$ cat src/rtl/core/wqwr_pkg.sv
package wqwr_pkg;

  // Operation codes of an input item
  typedef enum logic [1:0] {
    OP_PUSH = 2'd0,
    OP_POP  = 2'd1,
    OP_WAKE = 2'd2
  } op_e;

  // Result status codes
  typedef enum logic [1:0] {
    ST_OK          = 2'd0,
    ST_FULL        = 2'd1,
    ST_NOT_BLOCKED = 2'd2,
    ST_POP_EMPTY   = 2'd3
  } status_e;

endpackage

$ cat src/rtl/core/wqwr_if.sv
interface wqwr_in_if #(
  parameter int unsigned TASK_ID_BITS = 8,
  parameter int unsigned REASON_BITS  = 4
) ();
  logic                    valid;
  logic                    ready;
  logic [1:0]              operation;
  logic [TASK_ID_BITS-1:0] task_id;
  logic [REASON_BITS-1:0]  task_reason;
  logic                    task_blocked;
  logic [REASON_BITS-1:0]  wake_reason;

  modport source (
    output valid, operation, task_id, task_reason, task_blocked, wake_reason,
    input  ready
  );
  modport sink (
    input  valid, operation, task_id, task_reason, task_blocked, wake_reason,
    output ready
  );
endinterface

interface wqwr_out_if #(
  parameter int unsigned TASK_ID_BITS = 8,
  parameter int unsigned OCC_BITS     = 5
) ();
  logic                    valid;
  logic                    ready;
  logic [TASK_ID_BITS-1:0] out_task;
  logic                    task_valid;
  logic [1:0]              status;
  logic [OCC_BITS-1:0]     occupancy;
  logic                    last;

  modport source (
    output valid, out_task, task_valid, status, occupancy, last,
    input  ready
  );
  modport sink (
    input  valid, out_task, task_valid, status, occupancy, last,
    output ready
  );
endinterface

$ cat src/rtl/core/wqwr_mem.sv
module wqwr_mem #(
  parameter int unsigned DEPTH   = 16,
  parameter int unsigned WIDTH   = 12,
  parameter int unsigned ADDR_W  = 4
) (
  input  logic              clk_i,
  input  logic              we_i,
  input  logic [ADDR_W-1:0] waddr_i,
  input  logic [WIDTH-1:0]  wdata_i,
  input  logic [ADDR_W-1:0] raddr_i,
  output logic [WIDTH-1:0]  rdata_o
);

  logic [WIDTH-1:0] mem [DEPTH];
  logic [WIDTH-1:0] rdata_q;

  always_ff @(posedge clk_i) begin
    if (we_i) begin
      mem[waddr_i] <= wdata_i;
    end
  end

  always_ff @(posedge clk_i) begin
    rdata_q <= mem[raddr_i];
  end

  assign rdata_o = rdata_q;

endmodule

$ cat src/rtl/core/wqwr_ctrl.sv
module wqwr_ctrl #(
  parameter int unsigned DEPTH        = 16,
  parameter int unsigned TASK_ID_BITS = 8,
  parameter int unsigned REASON_BITS  = 4,
  parameter int unsigned PTR_W        = 4,
  parameter int unsigned CNT_W        = 5
) (
  input  logic                     clk_i,
  input  logic                     rst_ni,
  // input item
  input  logic                     in_valid_i,
  output logic                     in_ready_o,
  input  logic [1:0]               op_i,
  input  logic [TASK_ID_BITS-1:0]  task_id_i,
  input  logic [REASON_BITS-1:0]   task_reason_i,
  input  logic                     task_blocked_i,
  input  logic [REASON_BITS-1:0]   wake_reason_i,
  // result to output register
  input  logic                     out_free_i,
  output logic                     emit_o,
  output logic [TASK_ID_BITS-1:0]  res_task_o,
  output logic                     res_task_valid_o,
  output wqwr_pkg::status_e        res_status_o,
  output logic [CNT_W-1:0]         res_occ_o,
  output logic                     res_last_o
);

  localparam int unsigned EW = TASK_ID_BITS + REASON_BITS;

  typedef enum logic [3:0] {
    S_IDLE = 4'b0001,
    S_POP  = 4'b0010,
    S_WAKE = 4'b0100,
    S_WEND = 4'b1000
  } state_e;

  state_e                  state_q, state_d;
  logic [PTR_W-1:0]        ins_q, ins_d;
  logic [PTR_W-1:0]        rem_q, rem_d;
  logic [CNT_W-1:0]        count_q, count_d;
  logic [CNT_W-1:0]        scan_q, scan_d;
  logic [REASON_BITS-1:0]  wreason_q, wreason_d;
  logic                    pend_valid_q, pend_valid_d;
  logic [TASK_ID_BITS-1:0] pend_task_q, pend_task_d;
  logic [CNT_W-1:0]        pend_occ_q, pend_occ_d;

  logic                    we;
  logic [EW-1:0]           wdata;
  logic [EW-1:0]           rdata;
  logic                    accept;
  logic                    match;

  function automatic logic [PTR_W-1:0] ptr_inc(input logic [PTR_W-1:0] p);
    logic [PTR_W-1:0] r;
    if (p == PTR_W'(DEPTH - 1)) begin
      r = '0;
    end else begin
      r = p + 1'b1;
    end
    return r;
  endfunction

  wqwr_mem #(
    .DEPTH  (DEPTH),
    .WIDTH  (EW),
    .ADDR_W (PTR_W)
  ) u_mem (
    .clk_i   (clk_i),
    .we_i    (we),
    .waddr_i (ins_q),
    .wdata_i (wdata),
    .raddr_i (rem_d),
    .rdata_o (rdata)
  );

  assign match = (rdata[EW-1:TASK_ID_BITS] == wreason_q);

  always_comb begin
    state_d          = state_q;
    ins_d            = ins_q;
    rem_d            = rem_q;
    count_d          = count_q;
    scan_d           = scan_q;
    wreason_d        = wreason_q;
    pend_valid_d     = pend_valid_q;
    pend_task_d      = pend_task_q;
    pend_occ_d       = pend_occ_q;
    we               = 1'b0;
    wdata            = rdata;
    emit_o           = 1'b0;
    res_task_o       = '0;
    res_task_valid_o = 1'b0;
    res_status_o     = wqwr_pkg::ST_OK;
    res_occ_o        = count_q;
    res_last_o       = 1'b0;
    in_ready_o       = (state_q == S_IDLE) && out_free_i;
    accept           = in_valid_i && in_ready_o;

    unique case (state_q)
      S_IDLE: begin
        if (accept) begin
          unique case (wqwr_pkg::op_e'(op_i))
            wqwr_pkg::OP_PUSH: begin
              emit_o     = 1'b1;
              res_last_o = 1'b1;
              if (count_q == CNT_W'(DEPTH)) begin
                res_status_o = wqwr_pkg::ST_FULL;
              end else if (!task_blocked_i) begin
                res_status_o = wqwr_pkg::ST_NOT_BLOCKED;
              end else begin
                we      = 1'b1;
                wdata   = {task_reason_i, task_id_i};
                ins_d   = ptr_inc(ins_q);
                count_d = count_q + 1'b1;
              end
              res_occ_o = count_d;
            end
            wqwr_pkg::OP_POP: begin
              if (count_q == '0) begin
                emit_o       = 1'b1;
                res_status_o = wqwr_pkg::ST_POP_EMPTY;
                res_occ_o    = '0;
                res_last_o   = 1'b1;
              end else begin
                state_d = S_POP;
              end
            end
            wqwr_pkg::OP_WAKE: begin
              if (count_q != '0) begin
                wreason_d = wake_reason_i;
                scan_d    = count_q;
                state_d   = S_WAKE;
              end
            end
            default: ;
          endcase
        end
      end
      S_POP: begin
        if (out_free_i) begin
          emit_o           = 1'b1;
          res_task_o       = rdata[TASK_ID_BITS-1:0];
          res_task_valid_o = 1'b1;
          res_occ_o        = count_q - 1'b1;
          res_last_o       = 1'b1;
          rem_d            = ptr_inc(rem_q);
          count_d          = count_q - 1'b1;
          state_d          = S_IDLE;
        end
      end
      S_WAKE: begin
        if (match) begin
          // flush the held release first; wait while the output is busy
          if (!pend_valid_q || out_free_i) begin
            if (pend_valid_q) begin
              emit_o           = 1'b1;
              res_task_o       = pend_task_q;
              res_task_valid_o = 1'b1;
              res_occ_o        = pend_occ_q;
            end
            pend_valid_d = 1'b1;
            pend_task_d  = rdata[TASK_ID_BITS-1:0];
            pend_occ_d   = count_q - 1'b1;
            count_d      = count_q - 1'b1;
            rem_d        = ptr_inc(rem_q);
            scan_d       = scan_q - 1'b1;
            if (scan_q == CNT_W'(1)) begin
              state_d = S_WEND;
            end
          end
        end else begin
          // keep: requeue at the tail, order preserved
          we     = 1'b1;
          ins_d  = ptr_inc(ins_q);
          rem_d  = ptr_inc(rem_q);
          scan_d = scan_q - 1'b1;
          if (scan_q == CNT_W'(1)) begin
            state_d = S_WEND;
          end
        end
      end
      S_WEND: begin
        if (!pend_valid_q) begin
          state_d = S_IDLE;
        end else if (out_free_i) begin
          emit_o           = 1'b1;
          res_task_o       = pend_task_q;
          res_task_valid_o = 1'b1;
          res_occ_o        = pend_occ_q;
          res_last_o       = 1'b1;
          pend_valid_d     = 1'b0;
          state_d          = S_IDLE;
        end
      end
      default: begin
        state_d = S_IDLE;
      end
    endcase
  end

  always_ff @(posedge clk_i or negedge rst_ni) begin
    if (!rst_ni) begin
      state_q      <= S_IDLE;
      ins_q        <= '0;
      rem_q        <= '0;
      count_q      <= '0;
      scan_q       <= '0;
      pend_valid_q <= 1'b0;
    end else begin
      state_q      <= state_d;
      ins_q        <= ins_d;
      rem_q        <= rem_d;
      count_q      <= count_d;
      scan_q       <= scan_d;
      pend_valid_q <= pend_valid_d;
    end
  end

  always_ff @(posedge clk_i) begin
    wreason_q   <= wreason_d;
    pend_task_q <= pend_task_d;
    pend_occ_q  <= pend_occ_d;
  end

endmodule

$ cat src/rtl/core/wait_queue_wake_by_reason_core.sv
// Wait queue of task identifiers with release by wait reason. Up to DEPTH
// tasks are held oldest first in a single-port-read memory, each with the
// reason it was pushed under. Results appear on the out channel in input
// order, the final one of each item flagged by last. A push always returns
// one status result; a pop reads the memory before returning the oldest
// task. A wakeup has the sequencer walk the queue one entry per cycle
// through the memory read port, unless a busy output stalls the walk,
// requeueing entries whose reason differs and releasing the rest. A wakeup
// that matches nothing returns no result. Each release is held in a pending
// register until the next one or the end of the walk, so that the last one
// can be marked. The input is not ready while an item is in progress or the
// output is busy. The store needs no clearing after reset.
module wait_queue_wake_by_reason_core #(
  parameter int unsigned DEPTH        = 16,
  parameter int unsigned TASK_ID_BITS = 8,
  parameter int unsigned REASON_BITS  = 4
) (
  input  logic        clk_i,
  input  logic        rst_ni,
  wqwr_in_if.sink     in_i,
  wqwr_out_if.source  out_o
);

  localparam int unsigned PTR_W = (DEPTH > 1) ? $clog2(DEPTH) : 1;
  localparam int unsigned CNT_W = $clog2(DEPTH + 1);

  logic                    out_free;
  logic                    emit;
  logic [TASK_ID_BITS-1:0] res_task;
  logic                    res_task_valid;
  wqwr_pkg::status_e       res_status;
  logic [CNT_W-1:0]        res_occ;
  logic                    res_last;

  // output register
  logic                    oval_q;
  logic [TASK_ID_BITS-1:0] otask_q;
  logic                    otvalid_q;
  wqwr_pkg::status_e       ostatus_q;
  logic [CNT_W-1:0]        oocc_q;
  logic                    olast_q;

  // free when empty or drained this cycle
  assign out_free = !oval_q || out_o.ready;

  wqwr_ctrl #(
    .DEPTH        (DEPTH),
    .TASK_ID_BITS (TASK_ID_BITS),
    .REASON_BITS  (REASON_BITS),
    .PTR_W        (PTR_W),
    .CNT_W        (CNT_W)
  ) u_ctrl (
    .clk_i            (clk_i),
    .rst_ni           (rst_ni),
    .in_valid_i       (in_i.valid),
    .in_ready_o       (in_i.ready),
    .op_i             (in_i.operation),
    .task_id_i        (in_i.task_id),
    .task_reason_i    (in_i.task_reason),
    .task_blocked_i   (in_i.task_blocked),
    .wake_reason_i    (in_i.wake_reason),
    .out_free_i       (out_free),
    .emit_o           (emit),
    .res_task_o       (res_task),
    .res_task_valid_o (res_task_valid),
    .res_status_o     (res_status),
    .res_occ_o        (res_occ),
    .res_last_o       (res_last)
  );

  // Hold the item until taken; load a new one when free.
  always_ff @(posedge clk_i or negedge rst_ni) begin
    if (!rst_ni) begin
      oval_q <= 1'b0;
    end else if (out_free) begin
      oval_q <= emit;
    end
  end

  always_ff @(posedge clk_i) begin
    if (out_free && emit) begin
      otask_q   <= res_task;
      otvalid_q <= res_task_valid;
      ostatus_q <= res_status;
      oocc_q    <= res_occ;
      olast_q   <= res_last;
    end
  end

  assign out_o.valid      = oval_q;
  assign out_o.out_task   = otask_q;
  assign out_o.task_valid = otvalid_q;
  assign out_o.status     = ostatus_q;
  assign out_o.occupancy  = oocc_q;
  assign out_o.last       = olast_q;

endmodule
$ cat src/flat_wrapper.sv
// flat-port wrapper written by rule: the top's interface ports become plain ports
module wait_queue_wake_by_reason_core_flat 
#(
  parameter int unsigned DEPTH        = 16,
  parameter int unsigned TASK_ID_BITS = 8,
  parameter int unsigned REASON_BITS  = 4
)
  (clk_i, rst_ni, in_i_valid, in_i_operation, in_i_task_id, in_i_task_reason, in_i_task_blocked, in_i_wake_reason, in_i_ready, out_o_valid, out_o_out_task, out_o_task_valid, out_o_status, out_o_occupancy, out_o_last, out_o_ready);
  wqwr_in_if #(.TASK_ID_BITS(TASK_ID_BITS), .REASON_BITS(REASON_BITS)) in_i_i ();
  wqwr_out_if #(.TASK_ID_BITS(TASK_ID_BITS)) out_o_i ();
  input  logic clk_i;
  input  logic rst_ni;
  input wire logic [$bits(in_i_i.valid)-1:0] in_i_valid;
  input wire logic [$bits(in_i_i.operation)-1:0] in_i_operation;
  input wire logic [$bits(in_i_i.task_id)-1:0] in_i_task_id;
  input wire logic [$bits(in_i_i.task_reason)-1:0] in_i_task_reason;
  input wire logic [$bits(in_i_i.task_blocked)-1:0] in_i_task_blocked;
  input wire logic [$bits(in_i_i.wake_reason)-1:0] in_i_wake_reason;
  output wire logic [$bits(in_i_i.ready)-1:0] in_i_ready;
  output wire logic [$bits(out_o_i.valid)-1:0] out_o_valid;
  output wire logic [$bits(out_o_i.out_task)-1:0] out_o_out_task;
  output wire logic [$bits(out_o_i.task_valid)-1:0] out_o_task_valid;
  output wire logic [$bits(out_o_i.status)-1:0] out_o_status;
  output wire logic [$bits(out_o_i.occupancy)-1:0] out_o_occupancy;
  output wire logic [$bits(out_o_i.last)-1:0] out_o_last;
  input wire logic [$bits(out_o_i.ready)-1:0] out_o_ready;
  assign in_i_i.valid = in_i_valid;
  assign in_i_i.operation = in_i_operation;
  assign in_i_i.task_id = in_i_task_id;
  assign in_i_i.task_reason = in_i_task_reason;
  assign in_i_i.task_blocked = in_i_task_blocked;
  assign in_i_i.wake_reason = in_i_wake_reason;
  assign in_i_ready = in_i_i.ready;
  assign out_o_valid = out_o_i.valid;
  assign out_o_out_task = out_o_i.out_task;
  assign out_o_task_valid = out_o_i.task_valid;
  assign out_o_status = out_o_i.status;
  assign out_o_occupancy = out_o_i.occupancy;
  assign out_o_last = out_o_i.last;
  assign out_o_i.ready = out_o_ready;
  wait_queue_wake_by_reason_core #(.DEPTH(DEPTH), .TASK_ID_BITS(TASK_ID_BITS), .REASON_BITS(REASON_BITS)) u_core (.clk_i(clk_i), .rst_ni(rst_ni), .in_i(in_i_i), .out_o(out_o_i));
endmodule
$ cat config.mk
export PLATFORM = sky130hd
export DESIGN_NAME = wait_queue_wake_by_reason_core_flat
export DESIGN_NICKNAME = d
export VERILOG_FILES = /design/src/rtl/core/wqwr_pkg.sv /design/src/rtl/core/wqwr_if.sv /design/src/rtl/core/wqwr_mem.sv /design/src/rtl/core/wqwr_ctrl.sv /design/src/rtl/core/wait_queue_wake_by_reason_core.sv /design/src/flat_wrapper.sv
export SDC_FILE = /design/constraint.sdc
export NUM_CORES = 1
export LEC_CHECK = 0
export ABC_AREA = 0
export CORE_MARGIN = 3
export CORE_UTILIZATION = 25
export CTS_CLUSTER_SIZE = 10
export DETAILED_ROUTE_END_ITERATION = 12
export DONT_BUFFER_PORTS = 1
export PLACE_DENSITY = 0.49
export SETUP_SLACK_MARGIN = 0.1
export SYNTH_ARGS = -nofsm -noshare
export SYNTH_HDL_FRONTEND = slang
export SYNTH_SLANG_ARGS = --single-unit
$ cat constraint.sdc
create_clock -name clk_i -period 3.7 [get_ports clk_i]
set_input_delay 0.37 -clock clk_i [delete_from_list [all_inputs] [get_ports clk_i]]
set_output_delay 0.37 -clock clk_i [all_outputs]
set_load 0.02 [all_outputs]
==> results by group, run 1 <==
Clock tree
  • H-Tree Depth: 1
  • CTS Buf Count: 31
  • Root Driver: clkbuf_16
  • Worst skew pair latency: about 570 ps
  • Clock-pin slew on the worst setup and hold paths: about 60 ps
  • Postcts setup bufs: 0
  • CTS tree: built
  • Clk sinks: 262
  • Max Buffers Root-to-Sink: 3

Status
  • Outcome: completed

Timing
  • Least-Margin Pin Slew: 761 ps
  • Fmax: 0.304 GHz
  • Worst setup slack after layout: approximately 420 ps
  • Final worst-path cycle share: approximately nine tenths
  • Max_slew headroom: between 40% and 50%
  • Worst Clk Skew: roughly 12 ps
  • RSZ-0062 raised after global routing: false
  • Final min period: about 3300 ps
  • Setup violations, final: 0
  • Slew Limit Fails: 0
  • Final Hold Viols: 0

Layout
  • Finished Layout Cells: approximately 1400
  • Nets: 788
  • N_diodes: 0
  • Area Growth Syn to Fin: 16.9%
  • Ratio of cells with drive above 1 in the final layout: between 15 and 20%

GRT
  • Overflow after GRT: 0
  • First-pass GRT wire length: approximately 39 mm
  • Initial antenna violation count: 0
  • Vias in the first global route: slightly above 6000
  • Total GRT Usage: 10.8%
  • Largest net degree at the start of global routing: 38

Detailed routing
  • Drt via density: between 4 and 5
  • DR iter-0 viols: ~440
  • Drt total wl: ~25 mm
  • Wire per inst: 18.5 µm
  • Drt pass-1 iters: 5
  • Via count: about 6000
  • Antenna Violating Nets Remaining: 0
  • DRC violations left: 0

Worst setup path
  • Critical Path Source Type: flop
  • CP Data Required Time: approximately 4200 ps
  • Critical path data arrival time: around 3800 ps
  • R2R depth: 9
  • Critical path class: reg -> reg
  • Crit Path Max Fanout: 13
  • Worst Setup End Kind: flop

Pwr
  • Total net switching power: between 3 and 4 mW
  • Internal: roughly 6.7 mW
  • Combinational power share: between 20 and 30%
  • Max VDD drop: roughly 0.34 mV
  • Leak pwr: about 4.5 nW
  • Sw Ratio: between 30% and 40%
  • Clk pwr share: a little over a quarter
  • Sequential power share: between 40 and 50%
  • Pwr per Cell Area: 769 mW/mm²

Synthesis
  • Post-synth top area share: 60.9%
  • Syn Inst Count: between 700 and 800
  • Synth top area cells: edfxtp_1 61%, dfrtp_1 5.2%, mux4_2 4.8%
  • Ys flop type: edfxtp_1
  • Yosys reg bits: 262
  • Post-synth top area cell: edfxtp_1
  • Yosys synthesis warning count: 0
  • Syn Std Cell Area: 0.0111 mm²
  • Syn nets: between 700 and 800
  • Sequential share of the synthesized area: 68.4%
  • Asr flop ratio synth: 9.16%
  • Avg Cell Area, Syn: around 16 µm²
  • Number of synthesized flops with an enable pin: 226
  • Post-synthesis cell type count: 67

Placement
  • Dpl hpwl: about 17 mm
  • Dpl ws: 245 ps
  • Port Buffers: 0
  • Dpl cells: ~1300
  • GP Congestion: between 0.8 and 0.9

Floorplan
  • Chip width: roughly 220 µm
  • IO Pins: 42
  • Initial Utilization: between 20% and 30%
  • Die Y: about 220 µm
  • Area of the core: about 0.044 mm²
  • Cell Rows: 76
  • Die area: roughly 0.047 mm²

Hold path
  • Hold depth: 2
  • Worst hold-check path type: in -> reg

Run
  • Max cap viols: 0
[critical path, cell delays in order (launching register included)]
cell and delay (ps):
dfrtp_1 480, or4b_1 660, nor2_8 140, o22ai_4 130, o31ai_1 270, o31a_1 650, inv_2 320, a221oi_1 340
o21ai_0 120, nand2_1 90
[Yosys cell counts (3+ instances only)]
library cell  number
nor3_1            15
nand2_1           39
nand2b_1           8
o31ai_1            4
a211oi_1           3
mux2i_1           49
buf_6              7
buf_2              7
a21oi_1           24
a22oi_1           14
edfxtp_1         226
nor4_1             3
o22ai_1            4
nor2_1            42
clkbuf_1          13
mux2_1            10
dfrtp_1           23
o21ai_0           40
nand3b_1           4
dfxtp_1           12
xnor2_1            8
a221oi_1          12
inv_1             17
a31oi_1            3
nand3_1            6
ha_1              10
buf_4              6
a221oi_2          14
xor2_1             5
a22o_1             8
mux4_2            24
and2_1            10
[layout make-up]
type,count,area (µm²)
Clock buffer,54,872
Clock inverter,4,37.5
Fill cell,4396,30500
Inverter,18,67.6
Multi-Input combinational cell,397,3250
Sequential cell,262,7630
Tap cell,585,732
Timing Repair Buffer,45,438
[sequential cells by signal, summed over array words and instances (netlist names), 5 cells and up]
| register | count |
|---|---|
| u_core.u_ctrl.pend_occ_q | 5 |
| u_core.u_ctrl.count_q | 5 |
| u_core.u_ctrl.pend_task_q | 8 |
| u_core.u_ctrl.u_mem.rdata_o | 12 |
| u_core.u_ctrl.scan_q | 5 |
| u_core.out_o.out_task | 8 |
| u_core.u_ctrl.u_mem.mem | 192 |
| u_core.out_o.occupancy | 5 |
[cells in the final DEF, fill, tap and decap left out, types with 3 or more instances in the layout]
master and instances:
buf_4 33, a221oi_2 14, o31ai_1 4, edfxtp_1 226, ha_1 10, inv_1 17
clkbuf_1 22, nand3_1 6, clkbuf_16 31, a21oi_1 22, buf_12 7, a211oi_1 3
nand2b_1 8, nand3b_1 4, mux2i_1 48, nor3_1 11, dfxtp_1 12, a221oi_1 12
a22o_1 8, a22oi_1 14, dfrtp_1 23, and2_1 7, nor2_1 42, nand2_1 39
o21ai_0 40, mux4_2 24, nor3_2 4, xnor2_1 8, xor2_1 5, mux2_1 10
o22ai_1 4, and2_2 3, a31oi_1 3, dlygate4sd3_1 5, nor4_1 3
[per-stage QoR]
stage	power (mW)	setup TNS [ps]	hold slack, ps	utilization [%]	instance area [µm²]
2_1_floorplan	6.46	-488	74.4	-	11100
6_report	10.0	0	69.5	29.9	13000
4_1_cts	10.2	0	46.8	29.9	13000
3_5_place_dp	7.38	0	76.1	27.7	12000
5_1_grt	10.6	0	85.6	29.9	13000
3_3_place_gp	7.37	0	75.6	27.7	12000
[worst paths after layout]
| path | from | to | slack (ps) |
|---|---|---|---|
| max in group asynchronous | rst_ni | u_core.u_ctrl.state_q[0] | 3230 |
| hold reg to reg | u_core.u_ctrl.u_mem.rdata_o[0] | u_core.u_ctrl.pend_task_q[0] | 480 |
| min in group asynchronous | rst_ni | u_core.u_ctrl.pend_valid_q | 250 |
| setup reg to reg | u_core.u_ctrl.state_q[3] | u_core.u_ctrl.u_mem.rdata_o[1] | 420 |
| setup / recovery | u_core.u_ctrl.state_q[3] | u_core.u_ctrl.u_mem.rdata_o[1] | 420 |
| hold / removal | in_i_valid | u_core.u_ctrl.state_q[2] | 70 |
[logic make-up (layout without fill, tap and decap cells)]
kind of cell / after synthesis / count (layout) / synth area share, %
flip-flops: 262 / 262 / 68.4
AND/OR/NAND/NOR: 146 / 146 / 6.62
AO/OA/AOI/OAI: 143 / 143 / 9.53
multiplexers: 85 / 85 / 10.5
buffers and inverters: 54 / 121 / 2.82
XOR/XNOR: 13 / 13 / 1.02
adder cells (fa/ha/maj): 10 / 10 / 1.12
[power by group through the flow]
stage               clock, mW  combinational [mW]  sequential [mW]
floorplan                   0                2.21             4.25
CTS                      2.82                2.96             4.38
global placement            0                2.93             4.44
detailed placement          0                2.94             4.44
finish                   2.73                2.92             4.37
global route             2.94                3.23             4.42
[routing by layer]
layer  routed length (µm)  track usage [%]  vias up
li1                     -                -     2888
met1                11800             14.9     3107
met2                11700             17.2      154
met3                 1290             2.12       32
met4                  527             3.11        0
met5                    0                0        -
[what timing repair did]
action / 4_1_cts / 5_1_grt
endpoints found under the setup margin: 0 / 36
endpoints found under the hold margin: 28 / 0
hold buffers: 6 / 0
gates resized for setup: 0 / 3
Note: power is estimated with default switching activity, not from simulation.
==> run 2, diff against run 1 <==
--- a/config.mk
+++ b/config.mk
@@ -6,6 +6,7 @@
 export NUM_CORES = 1
 export LEC_CHECK = 0
 export ABC_AREA = 0
+export CORE_ASPECT_RATIO = 0.75
 export CORE_MARGIN = 3
 export CORE_UTILIZATION = 25
 export CTS_CLUSTER_SIZE = 10
==> run 2 against run 1 <==
Compared with the run above:
- die area is essentially flat
- register-to-register slack gained 20 ps
- non-clock buffer count grew 14
- largest power group unchanged
- clock power shrank 1%
- power shrank 0.33%
- clock-buffer cell count is the same
- final cell count grew 0.37%
==> results by group, run 2 (synthesis results as in run 1) <==
Layout
  • Ratio of cells with drive above 1 in the final layout: between 10% and 20%
  • Most frequent cells in the layout: 226 x edfxtp_1, 51 x buf_4, 48 x mux2i_1, 41 x nor2_1, 40 x o21ai_0
  • Area Growth Syn to Fin: 16.9%
  • Max reg flops: around 190
  • Most common cell after layout, fill and taps aside: edfxtp_1
  • Nets: roughly 800
  • N_diodes: 0
  • Filler cells: around 4300
  • Top reg by flops: u_core.u_ctrl.u_mem.mem

Floorplan
  • Area of the core: 0.0437 mm²
  • Die Y: 189 µm
  • Die area: around 0.047 mm²
  • Initial Utilization: 25.5%
  • Cell Rows: 66
  • IO Pins: 42
  • Chip width: around 250 µm

GRT
  • Vias in the first global route: around 6300
  • Overflow after GRT: 0
  • Initial antenna violation count: 3
  • First-pass GRT wire length: 42.7 mm
  • Largest net degree at the start of global routing: 49
  • Total GRT Usage: approximately an eighth

Clock tree
  • Root Driver: clkbuf_16
  • Max Buffers Root-to-Sink: 3
  • Postcts setup bufs: 0
  • CTS tree: built
  • H-Tree Depth: 1
  • Clk sinks: approximately 260
  • Clock-pin slew on the worst setup and hold paths: 60 ps
  • Worst skew pair latency: 560 ps
  • CTS Buf Count: 30

Timing
  • Slew Limit Fails: 0
  • Final Hold Viols: 0
  • Fmax: approximately 0.3 GHz
  • Final worst-path cycle share: around nine tenths
  • Max_slew headroom: roughly 42%
  • Final min period: 3270 ps
  • Least-Margin Pin Slew: ~870 ps
  • RSZ-0062 raised after global routing: false
  • Worst Clk Skew: around 21 ps
  • Setup violations, final: 0
  • Worst setup slack after layout: roughly 430 ps

Worst setup path
  • Most frequent CP cell: nand2_1
  • CP Cell Sequence: inv_1 > ha_1 > nor3b_1 > nand2_1 > nand2_1 > nor2_2 > buf_4 > mux2_1
  • Slowest cell delay on critical path: between 500 and 600 ps
  • Crit Path Max Fanout: 16
  • CP Data Required Time: 3900 ps
  • Worst Setup End Kind: flop
  • Critical path class: reg -> reg
  • Critical Path Source Type: flop
  • Critical path's slowest cell: mux2_1
  • Critical path data arrival time: 3460 ps

Detailed routing
  • Drt pass-1 iters: 5
  • Drt total wl: about 28 mm
  • DR iter-0 viols: between 700 and 800
  • Via count: about 6400
  • Wire per inst: 20.7 µm
  • Drt via density: roughly 4.7
  • DRC violations left: 0
  • Antenna Violating Nets Remaining: 0

Pwr
  • Sequential power share: between 40 and 50%
  • Max VDD drop: approximately 0.37 mV
  • Combinational power share: 29.0%
  • Internal: roughly 6.6 mW
  • Leak pwr: roughly 4.5 nW
  • Pwr per Cell Area: approximately 770 mW/mm²
  • Total net switching power: roughly 3.4 mW
  • Clk pwr share: between 20% and 30%
  • Sw Ratio: around a third
  • PnR Total Power: ~10 mW

Placement
  • Dpl hpwl: about 18 mm
  • GP Congestion: between 0.8 and 0.9
  • Dpl ws: between 400 and 500 ps
  • Port Buffers: 0

Hold path
  • Worst hold-check path type: in -> reg

Status
  • Outcome: completed

Run
  • Max cap viols: 0
## run 2: cell types whose count changed in the layout (fill, tap and decap cells not counted), sizes merged
cell    before  now
buf         40   54
inv         20   19
clkinv       2    1
## run 2: final timing paths
kind                                                     start                             to  slack (ps)  depth (start not counted)
worst max register to register        u_core.u_ctrl.count_q[0]  u_core.u_ctrl.u_mem.mem[0][6]         430                          8
worst min-delay path                                in_i_valid       u_core.u_ctrl.state_q[2]          30                          2
max in group asynchronous                               rst_ni       u_core.u_ctrl.state_q[0]        3220                          2
min in group asynchronous                               rst_ni       u_core.u_ctrl.state_q[2]         250                          2
worst min register to register  u_core.u_ctrl.u_mem.rdata_o[2]   u_core.u_ctrl.pend_task_q[2]         480                          0
worst max-delay path                  u_core.u_ctrl.count_q[0]  u_core.u_ctrl.u_mem.mem[0][6]         430                          8
## run 2: per-stage QoR
stage / setup TNS, ps / hold slack (ps) / util, % / cells / area (µm²)
3_3_place_gp: 0 / 77.1 / 27.7 / 1308 / 12100
2_1_floorplan: -488 / 74.4 / - / 713 / 11100
6_report: 0 / 35.0 / 29.8 / 1370 / 13000
5_1_grt: 0 / 35.8 / 29.8 / 1370 / 13000
3_5_place_dp: 0 / 77.3 / 27.7 / 1308 / 12100
4_1_cts: 0 / 4.23 / 29.8 / 1370 / 13000
## run 2: worst max-delay path: cells and delay by family, from the launching register on
| family | cells | cell delay, ps |
|---|---|---|
| multiplexers | 1 | 570 |
| flip-flops | 1 | 530 |
| buffers and inverters | 2 | 490 |
| adder cells (fa/ha/maj) | 1 | 200 |
| AND/OR/NAND/NOR | 4 | 1100 |
## run 2: final cells by class
class,count,area (µm²),area share [%]
flip-flops and latches,262,7630,58.5
repair buffers,59,493,3.78
inverters,18,67.6,0.518
well taps,578,723,5.55
clock inverters,2,22.5,0.173
multi-input cells,397,3250,24.9
clock buffers,54,851,6.53
## run 2: power groups by stage
stage / Combinational, mW / Sequential, mW / Clock [mW]
after floorplan: 2.21 / 4.25 / 0
after global placement: 2.89 / 4.47 / 0
after detailed placement: 2.91 / 4.47 / 0
after CTS: 2.93 / 4.41 / 2.78
after global routing: 3.18 / 4.44 / 2.90
final: 2.90 / 4.40 / 2.69
## run 2: timing repair
item                      in CTS  in global routing
resized for setup              0                  0
hold buffers                   6                  0
hold endpoints to repair      28                  0
## run 2: per-layer routing
layer | GRT usage, % | vias to the layer above | share of wire (%)
li1 | - | 2908 | -
met1 | 18.5 | 3265 | 51
met2 | 17.4 | 180 | 43
met3 | 1.98 | 45 | 4.5
met4 | 2.56 | 0 | 2.0
met5 | 0 | - | 0
==> run 3, diff against run 2 <==
--- a/config.mk
+++ b/config.mk
@@ -16,4 +16,5 @@
 export SETUP_SLACK_MARGIN = 0.1
 export SYNTH_ARGS = -nofsm -noshare
 export SYNTH_HDL_FRONTEND = slang
+export SYNTH_HIERARCHICAL = 1
 export SYNTH_SLANG_ARGS = --single-unit
==> run 3 against run 2 <==
Compared with the run above:
- register-to-register slack worse by 30 ps
- sequential cell count stayed put
- via count is 7.3% lower
- critical path type unchanged
- highest routed layer unchanged
- power is 3.9% lower
- clock power is 2% lower
- fmax is 0.86% lower
- worst setup slack worse by 28 ps
==> results by group, run 3 <==
Synthesis
  • Synth top area cells: edfxtp_1 62%, mux4_2 6.8%, dfrtp_1 5.3%
  • Count leader, synth: edfxtp_1
  • Syn nets: 649
  • Yosys reg bits: 262
  • Asr flop ratio synth: a little under a tenth
  • Ys flop type: edfxtp_1
  • Post-synth top area share: slightly above 60%
  • Post-synth top cells: 226 x edfxtp_1, 33 x mux4_2, 31 x nand2_1, 26 x a22oi_1, 24 x nor2_1
  • Yosys synthesis warning count: 6
  • Number of synthesized flops with an enable pin: ~230
  • Syn Std Cell Area: roughly 0.011 mm²
  • Post-synth top area cell: edfxtp_1
  • Post-synthesis cell type count: 74
  • Syn Inst Count: 620
  • Sequential share of the synthesized area: between 60% and 70%
  • Avg Cell Area, Syn: around 18 µm²

Floorplan
  • IO Pins: 42
  • Initial Utilization: approximately a quarter
  • Die area: approximately 0.046 mm²
  • Area of the core: approximately 0.043 mm²
  • Chip width: about 250 µm
  • Die Y: ~190 µm
  • Cell Rows: 65

Timing
  • Worst setup slack after layout: slightly above 400 ps
  • Max_slew headroom: 39.6%
  • Setup TNS: 0 ps
  • Setup violations, final: 0
  • RSZ-0062 raised after global routing: false
  • Final Hold Viols: 0
  • Fmax: 0.304 GHz
  • Worst Clk Skew: 37.0 ps
  • Final min period: between 3000 and 4000 ps
  • Slew Limit Fails: 0
  • Hold slack: between 100 and 150 ps
  • Least-Margin Pin Slew: 902 ps
  • Final worst-path cycle share: roughly 90%

Worst setup path
  • Critical path data arrival time: ~3700 ps
  • RR Startpoint: u_core/u_ctrl/state_q[1]
  • Crit Path Max Fanout: 23
  • Worst Setup End Kind: flop
  • CP Data Required Time: 4140 ps
  • R2R Setup Slk: roughly 400 ps
  • Critical Path Source Type: flop
  • R2R depth: 8
  • RR Endpoint: u_core/u_ctrl/u_mem/rdata_o[7]
  • Critical path class: reg -> reg

Layout
  • Ratio of cells with drive above 1 in the final layout: roughly a fifth
  • Max reg flops: between 150 and 200
  • N_diodes: 0
  • Top reg by flops: u_core/u_ctrl/u_mem/mem
  • Area Growth Syn to Fin: 16.5%
  • Most common cell after layout, fill and taps aside: edfxtp_1
  • Finished Layout Cells: 1259
  • Final Core Density: approximately 30%
  • Most frequent cells in the layout: 226 x edfxtp_1, 37 x buf_4, 33 x mux4_2, 31 x nand2_1, 30 x clkbuf_16
  • Filler cells: between 4000 and 5000
  • Fin area: approximately 0.013 mm²
  • Nets: just under 700

Run
  • Max cap viols: 0

Clock tree
  • Post-cts sizing count: 0
  • Clk sinks: 262
  • CTS Buf Count: 30
  • Max Buffers Root-to-Sink: 3
  • Worst skew pair latency: 570 ps
  • H-Tree Depth: 1
  • Clock-pin slew on the worst setup and hold paths: 60 ps
  • CTS tree: built
  • Root Driver: clkbuf_16

Placement
  • Dpl cells: about 1200
  • GP Congestion: roughly 0.8
  • DP Area: between 0.01 and 0.015 mm²
  • Dpl ws: approximately 440 ps
  • Port Buffers: 0
  • Dpl hpwl: about 17 mm

Detailed routing
  • Drt pass-1 iters: 5
  • Antenna Violating Nets Remaining: 0
  • Wire per inst: 20.8 µm
  • Drt via density: roughly 4.7
  • Drt total wl: 26.2 mm
  • Via count: 5934
  • DRC violations left: 0
  • DR iter-0 viols: approximately 730

Hold path
  • Hold depth: 2
  • Worst hold-check path type: in -> reg
  • Hold EP: u_core/out_o.status[0]
  • Hold Crit Start: in_i_operation[0]

GRT
  • First-pass GRT wire length: ~40 mm
  • Vias in the first global route: around 6000
  • Overflow after GRT: 0
  • Initial antenna violation count: 2
  • Total GRT Usage: between 10% and 20%
  • Largest net degree at the start of global routing: 28

Pwr
  • Max VDD drop: roughly 0.37 mV
  • PnR Total Power: roughly 9.6 mW
  • Leak pwr: 4.18 nW
  • Pwr per Cell Area: 754 mW/mm²

Status
  • Outcome: completed
## run 3: worst max-delay path, stage by stage, from the launching register on
cell and delay, ps:
dfrtp_1 520, or4b_1 590, a21oi_1 270, nor2_1 160
mux2_4 430, buf_12 260, mux4_1 630, a22oi_1 190
nand2_1 70
## run 3: area by class of cell
cell class,instances,area (µm²),share of cell area [%]
Multi-Input combinational cell,315,3090,24.3
Tap cell,569,712,5.59
Clock buffer,54,841,6.60
Inverter,11,41.3,0.324
Clock inverter,2,20.0,0.157
Sequential cell,262,7630,59.9
Timing Repair Buffer,46,408,3.20
## run 3: routing by layer
metal  track usage [%]  wire, µm  share of wire (%)  vias to the layer above
met5                 0         0                  0                        -
met4              2.62       462                1.8                        0
met3              2.62      1580                6.0                       39
met2              15.7     11100                 42                      206
met1              17.9     13100                 50                     3063
li1                  -         -                  -                     2626
## run 3: what timing repair did
action / in CTS / in global routing
buffers inserted: 0 / 0
endpoints found under the hold margin: 28 / 0
hold buffers: 6 / 0
## run 3: where the power goes
group,switching (mW),total (mW),internal (mW)
Combinational,1.55,2.73,1.18
Clock,1.12,2.64,1.52
Sequential,0.368,4.23,3.87
Total,3.04,9.60,6.56
## run 3: how the worst max path moves through the flow
stage                     slack [ps]                startpoint  cells past startpoint                              end
after floorplan                  520  u_core/u_ctrl/count_q[0]                      8    u_core/u_ctrl/u_mem/mem[0][0]
after global placement           490  u_core/u_ctrl/state_q[1]                      8  u_core/u_ctrl/u_mem/rdata_o[11]
after detailed placement         440  u_core/u_ctrl/state_q[1]                      8   u_core/u_ctrl/u_mem/rdata_o[6]
after CTS                        400  u_core/u_ctrl/state_q[1]                      8   u_core/u_ctrl/u_mem/rdata_o[6]
after global routing             170  u_core/u_ctrl/state_q[1]                      8   u_core/u_ctrl/u_mem/rdata_o[9]
final                            410  u_core/u_ctrl/state_q[1]                      8   u_core/u_ctrl/u_mem/rdata_o[7]
## run 3: cells by family after synthesis
| group | count (synthesis) | synth area share, % |
|---|---|---|
| adders and majority gates | 6 | 0.687 |
| xor gates and xnor gates | 15 | 1.20 |
| muxes | 64 | 12.0 |
| and+or+nand+nor | 122 | 6.42 |
| AOI/OAI and AO/OA | 108 | 7.64 |
| buffers and inverters | 43 | 2.23 |
| DFF | 262 | 69.8 |
